File: src/hw/rtl/qvr_pkg.sv
// Shared types and constants for the quaternion vector rotator.
// Used by qvr_numer, qvr_div and quaternion_vector_rotate; no dependencies.
package qvr_pkg;

  localparam int unsigned CompW  = 16;  // input component width
  localparam int unsigned RotW   = 17;  // rotated component width
  localparam int unsigned NumW   = 52;  // signed numerator width
  localparam int unsigned DenW   = 33;  // unsigned norm (sum of squares) width
  localparam int unsigned QuotW  = 17;  // quotient bits produced by the divider
  localparam int unsigned RemW   = 53;  // partial remainder width
  localparam int unsigned NumLat = 4;   // register stages in qvr_numer
  localparam int unsigned DivLat = QuotW + 2;  // prep, one stage per bit, result

  localparam logic signed [RotW-1:0] RotMax = 17'sd65535;
  localparam logic signed [RotW-1:0] RotMin = -17'sd65536;

  typedef struct packed {
    logic signed [NumW-1:0] nx;
    logic signed [NumW-1:0] ny;
    logic signed [NumW-1:0] nz;
    logic [DenW-1:0]        s;
    logic                   zero;
  } qvr_num_t;

endpackage

File: src/hw/rtl/qvr_div.sv
// Pipelined restoring divider, one quotient bit per stage, rounding to nearest
// with ties away from zero and a final 17-bit clamp. Depends on qvr_pkg.
module qvr_div import qvr_pkg::*; (
  input  logic                   clk_i,
  input  logic                   en_i,
  input  logic signed [NumW-1:0] num_i,
  input  logic [DenW-1:0]        den_i,
  output logic signed [RotW-1:0] rot_o
);

  // Rounding is folded in as floor((2|n| + s) / 2s).
  logic [RemW-1:0]  rem_q  [QuotW+1];
  logic [DenW:0]    den_q  [QuotW+1];
  logic [QuotW-1:0] quo_q  [QuotW+1];
  logic             neg_q  [QuotW+1];
  logic [NumW-1:0]  mag_d;

  assign mag_d = num_i[NumW-1] ? NumW'(-num_i) : NumW'(num_i);

  always_ff @(posedge clk_i) begin
    if (en_i) begin
      rem_q[0] <= {mag_d, 1'b0} + {{(RemW-DenW){1'b0}}, den_i};
      den_q[0] <= {den_i, 1'b0};
      quo_q[0] <= '0;
      neg_q[0] <= num_i[NumW-1];
    end
  end

  for (genvar i = 1; i <= QuotW; i++) begin : g_bit
    localparam int unsigned Sh = QuotW - i;
    logic [RemW-1:0] trial;
    logic            fits;

    assign trial = {{(RemW-DenW-1){1'b0}}, den_q[i-1]} << Sh;
    assign fits  = (rem_q[i-1] >= trial);

    always_ff @(posedge clk_i) begin
      if (en_i) begin
        rem_q[i] <= fits ? rem_q[i-1] - trial : rem_q[i-1];
        den_q[i] <= den_q[i-1];
        quo_q[i] <= {quo_q[i-1][QuotW-2:0], fits};
        neg_q[i] <= neg_q[i-1];
      end
    end
  end

  logic signed [RotW:0]   sgn_d;
  logic signed [RotW-1:0] rot_q;

  always_comb begin
    sgn_d = neg_q[QuotW] ? -$signed({1'b0, quo_q[QuotW]})
                         : $signed({1'b0, quo_q[QuotW]});
  end

  always_ff @(posedge clk_i) begin
    if (en_i) begin
      if (sgn_d > $signed({RotMax[RotW-1], RotMax})) begin
        rot_q <= RotMax;
      end else if (sgn_d < $signed({RotMin[RotW-1], RotMin})) begin
        rot_q <= RotMin;
      end else begin
        rot_q <= sgn_d[RotW-1:0];
      end
    end
  end

  assign rot_o = rot_q;

endmodule

File: config.mk
export PLATFORM = sky130hd
export DESIGN_NAME = qvr_div
export DESIGN_NICKNAME = d
export VERILOG_FILES = /design/src/hw/rtl/qvr_pkg.sv /design/src/hw/rtl/qvr_div.sv
export SDC_FILE = /design/constraint.sdc
export NUM_CORES = 2
export LEC_CHECK = 0
export BUFFER_PORTS_ARGS = -buffer_cell sky130_fd_sc_hd__buf_4
export CORE_ASPECT_RATIO = 1.5
export CORE_MARGIN = 5
export CORE_UTILIZATION = 36
export CTS_CLUSTER_SIZE = 8
export DETAILED_ROUTE_END_ITERATION = 7
export PLACE_DENSITY_LB_ADDON = 0.08
export SYNTH_ARGS = -nofsm -noshare
export SYNTH_HDL_FRONTEND = slang
export SYNTH_SLANG_ARGS = --single-unit
File: constraint.sdc
create_clock -name clk_i -period 7 [get_ports clk_i]
set_input_delay 0 -clock clk_i [delete_from_list [all_inputs] [get_ports clk_i]]
set_output_delay 0 -clock clk_i [all_outputs]
set_load 0.03 [all_outputs]
# After elaboration in Yosys (flattened, before gate mapping)
# Memory sizes are Yosys's and may differ from the RTL's.
# Cells that the tools add are included.
# word_totals
output_inout_bits	17
input_bits	87
n_memories	4
wordCells	66
regBits	17
ramBits	1890
# classes
muxes	22
add_sub_neg	20
n_lt_le_gt_ge	19
# memory_table
memory	words	word_bits	rd	rd_clocked_by_memory_dff	write_ports	line_no	source
rem_q	18	53	17	0	18	qvr_div.sv:12	logic [RemW-1:0] rem_q [QuotW+1];
den_q	18	34	17	0	18	qvr_div.sv:13	logic [DenW:0] den_q [QuotW+1];
quo_q	18	17	18	0	18	qvr_div.sv:14	logic [QuotW-1:0] quo_q [QuotW+1];
neg_q	18	1	18	0	18	qvr_div.sv:15	logic neg_q [QuotW+1];
# op_table
cell	n
53-bit two-way mux	17
53-bit by 33-bit adder with 53-bit output	1
53-bit by 34-bit greater-or-equal comparator with 1-bit output	1
53-bit by 35-bit greater-or-equal comparator with 1-bit output	1
53-bit by 36-bit greater-or-equal comparator with 1-bit output	1
53-bit by 37-bit greater-or-equal comparator with 1-bit output	1
53-bit by 38-bit greater-or-equal comparator with 1-bit output	1
53-bit by 39-bit greater-or-equal comparator with 1-bit output	1
53-bit by 40-bit greater-or-equal comparator with 1-bit output	1
53-bit by 41-bit greater-or-equal comparator with 1-bit output	1
53-bit by 42-bit greater-or-equal comparator with 1-bit output	1
53-bit by 43-bit greater-or-equal comparator with 1-bit output	1
53-bit by 44-bit greater-or-equal comparator with 1-bit output	1
53-bit by 45-bit greater-or-equal comparator with 1-bit output	1
53-bit by 46-bit greater-or-equal comparator with 1-bit output	1
53-bit by 47-bit greater-or-equal comparator with 1-bit output	1
53-bit by 48-bit greater-or-equal comparator with 1-bit output	1
53-bit by 49-bit greater-or-equal comparator with 1-bit output	1
53-bit by 50-bit greater-or-equal comparator with 1-bit output	1
53-bit by 34-bit subtractor with 53-bit output	1
53-bit by 35-bit subtractor with 53-bit output	1
53-bit by 36-bit subtractor with 53-bit output	1
53-bit by 37-bit subtractor with 53-bit output	1
53-bit by 38-bit subtractor with 53-bit output	1
20 further kinds	21

# Logic depth before layout (Yosys ltp)
# An unclocked memory read counts as a cell.
# logic_depth
depth_word	5
mapped_depth	20
depth_no_buf	18

# Least setup slack after synthesis
# No wires, ideal clock.
# synth_path
kind	register to register
startpoint	memory rem_q[15][38]
endpoint	memory rem_q[16][38], data pin
path_stages_with_launch	12
path_buffers	0
slack_ns	2.900
setup_time_ns	0.261
t_arrival_ns	3.840
t_required_ns	6.739
period_less_slack_ns	4.100
path_cell_list	edfxtp_1 or4_1 or3_4 or3_1 or4_1 or3_1 or4_4 a2111oi_4 nor2_2 nor3b_4 nor2b_1 xor2_1
# synth_rtl
element	line_no
start, declared	qvr_div.sv:12

==> results.sh <==
export IMPL_status="finished, final reports clean"
export IMPL_ios=104
export IMPL_fmax_ghz=0.1650
export IMPL_finalCriticalPeriod_ns=6.061
export IMPL_grt_remaining_overflow=0
export IMPL_rows=227
export IMPL_gr_usage_met1=0.1320
export IMPL_worstSkewPairLatency_ns=0.85
export IMPL_critPathKind="in -> reg"
export IMPL_drive_above_1_share=0.06667
export IMPL_coreArea_um2=254500
export IMPL_ir_worst_vdd_mv=0.2192
export IMPL_hold_depth=4
export IMPL_maxSlewViolCount=0
export IMPL_cts_tree="built"
export IMPL_skew_ns=0.05594
export IMPL_initial_core_util=0.3608
export IMPL_cap_violations=0
export IMPL_synth_top_cell_area_share=0.5341
export IMPL_cts_setup_buffers=0
export IMPL_yosysWarnings=0
export IMPL_nets=9440
export IMPL_synthTopCellsByArea="edfxtp_1 (53%), ha_1 (8.2%), xnor2_1 (3.7%)"
export IMPL_cts_repair_resized=0
export IMPL_use_met2=0.4212
export IMPL_r2r_slack_ns=1.66
export IMPL_port_buffers=103
export IMPL_synth_area_um2=91810
export IMPL_path_clk_slew_ns=0.05
export IMPL_setup_violations=0
export IMPL_whs_endpoint="rem_q[0][23]"
export IMPL_nFillCells=24160
export IMPL_grt_first_pass_wirelength_mm=385.2
export IMPL_num_vias=63120
export IMPL_synth_cell_types=90
export IMPL_worst_pin_slew_ns=1.290
export IMPL_met3_usage=0.01894
export IMPL_antenna_left=0
export IMPL_track_usage=0.1886
export IMPL_endpoint_kind="flop"
export IMPL_p_leak_nw=40.37
export IMPL_synth_cells=8389
export IMPL_holdWs_ns=0.05057
export IMPL_powerDensity_nw_per_um2=405.3
export IMPL_ys_flop_type="edfxtp_1"
export IMPL_total_power_mw=42.25
export IMPL_grt_pass1_vias=68580
export IMPL_rsz0062_at_grt="false"
export IMPL_crit_fanout=6
export IMPL_relSlewSlack=0.1384
export IMPL_vias_per_cell=5.230
export IMPL_clk_path_buf_depth=4
export IMPL_hold_viol_final=0
export IMPL_synth_fp_nets=9094
export IMPL_avgSynthCellArea_um2=10.94
export IMPL_ys_ff_latch=1633
export IMPL_synth_top_area_cell="edfxtp_1"
export IMPL_synthArstFlopShare=0
export IMPL_required_ns=7.55
export IMPL_worstSetupStartpointType="primary input"
export IMPL_post_drt_wl_per_cell_um=21.24
export IMPL_cts_root_buf="clkbuf_16"
export IMPL_gp_congestion=0.9294
export IMPL_die_x_um=422.3
export IMPL_areaGrowthSynthToFinish_pct=13.54
export IMPL_hpwl_mm=203.8
export IMPL_grt_max_degree=153
export IMPL_synth_commonest_cells="edfxtp_1 (1633), nand2_1 (748), inv_1 (735)"
export IMPL_setup_tns_ns=0
export IMPL_die_h_um=628.5
export IMPL_fp_dieArea_um2=265400
export IMPL_cts_buffers=230
export IMPL_drt_pass1_iterations=6
export IMPL_cts_hold_buffers=154
export IMPL_route_detailed_drc=0
export IMPL_hold_class="in -> reg"
export IMPL_drt_iter0_markers=2540
export IMPL_period_share=0.8659
export IMPL_antenna_found_initial=4
export IMPL_yosysMostFrequentCell="edfxtp_1"
export IMPL_r2r_end="rem_q[16][7]"
export IMPL_synth_seq_area_share=0.5341
export IMPL_htreeDepth=4
export IMPL_grt_busiest_layer="met2"
export IMPL_hold_start="num_i[22]"
export IMPL_cp_arrival_ns=6.62
export IMPL_clock_sinks=1633
export IMPL_synth_edf_count=1633
export IMPL_drt_total_wl_mm=256.3
export IMPL_r2r_start="rem_q[15][38]"
export IMPL_r2r_worst_path_cells=10
final cells by class:
cell class,instances,area (um^2),share of cell area
clock inverter,5,66.31,0.0006362
tap,3320,4154,0.03985
clock buffer,237,5846,0.05608
antenna,4,10.01,0.00009602
inverter,736,2763,0.02650
multi-input combinational,5803,39360,0.3776
timing repair buffer,331,3007,0.02884
sequential,1633,49040,0.4704
sequential cells by signal (all words and copies together) (netlist names):
register  count
rem_q       901
den_q       544
rot_o        17
quo_q       153
neg_q        18
report_power, final:
part | switching, mW | leakage (nW) | total (mW) | internal (mW)
sequential | 1.34 | 15.8 | 15.4 | 14.1
clock | 3.95 | 2.91 | 9.72 | 5.77
combinational | 10.2 | 21.7 | 17.1 | 6.97
logic make-up (layout without fill, tap and decap cells):
logic type,count (synthesis),after routing,synth area share
other,0,4,0
XOR/XNOR,726,726,0.06926
flip-flops,1633,1633,0.5341
buffers and inverters,953,1309,0.03924
AND/OR/NAND/NOR,2188,2188,0.1153
AO/OA/AOI/OAI,2187,2187,0.1462
adder cells (fa/ha/maj),619,619,0.08572
multiplexers,83,83,0.01017
worst max-delay path, stage by stage:
cell and delay (ns):
dlygate4sd3_1 0.54, buf_4 0.15, nor4_1 0.78, and2_1 0.35, nand2_1 0.13, o41ai_1 0.35, xnor2_1 0.10, dlygate4sd3_1 0.57
ha_1 0.39, and3_1 0.21, nand4_1 0.08, o21ai_0 0.47, a21o_1 0.29, a31o_2 0.27, o21ai_0 0.15, a311o_1 0.40
nor2_1 0.47, nand3_1 0.16, xor2_1 0.16, dlygate4sd3_1 0.56
metal layers:
metal  up-vias  share of wire
met4         0          0.095
li1      31270              -
met5         -              0
met2      1188           0.61
met3       777          0.023
met1     29890           0.27
worst max-delay path by stage:
stage                  startpoint  slack [ns]  cells after the start       endpoint
floorplan           rem_q[15][38]        2.90                     11  rem_q[16][38]
global placement     rem_q[14][0]        1.31                     12  rem_q[15][44]
detailed placement       num_i[3]        1.49                     18   rem_q[0][30]
CTS                      num_i[3]        0.93                     20   rem_q[0][39]
global route             num_i[3]        0.69                     20   rem_q[0][47]
finish                   num_i[3]        0.94                     20   rem_q[0][39]
per-stage QoR:
stage	setup slack [ns]	std cells	cell area (um^2)	utilization
2_1_floorplan	2.900	8389	91810	-
3_3_place_gp	1.313	11670	96750	0.3802
3_5_place_dp	1.488	11670	96780	0.3803
4_1_cts	0.9300	12070	104200	0.4096
5_1_grt	0.6923	12070	104200	0.4096
6_report	0.9387	12070	104200	0.4096
layout by cell type (no fill, tap or decap), drive strengths merged, types with 17 or more instances in the layout:
| cell | synthesis | final |
|---|---|---|
| nand3 | 151 | 151 |
| o21ai | 664 | 664 |
| edfxtp | 1633 | 1633 |
| nor2b | 90 | 90 |
| and2 | 32 | 32 |
| nand2 | 748 | 748 |
| mux2 | 82 | 82 |
| nor3 | 146 | 146 |
| buf | 19 | 177 |
| clkbuf | 198 | 237 |
| fa | 17 | 17 |
| a31oi | 67 | 67 |
| nor4 | 95 | 95 |
| dlygate4sd3 | 0 | 154 |
| nor3b | 20 | 20 |
| or3 | 57 | 57 |
| or2 | 34 | 34 |
| xor2 | 340 | 340 |
| xnor2 | 386 | 386 |
| o21a | 66 | 66 |
| o31a | 19 | 19 |
| or4 | 32 | 32 |
| o21bai | 72 | 72 |
| nor2 | 448 | 448 |
| a211oi | 49 | 49 |
| inv | 736 | 738 |
| and3 | 55 | 55 |
| a21boi | 24 | 24 |
| a211o | 18 | 18 |
| ha | 601 | 601 |
| nand4 | 116 | 116 |
| a21o | 307 | 307 |
| a21oi | 636 | 636 |
| o2111ai | 17 | 17 |
| nand2b | 95 | 95 |
| o31ai | 60 | 60 |
| o41ai | 20 | 20 |
| o211ai | 26 | 26 |
No activity file was read; power rests on OpenSTA's default activity.
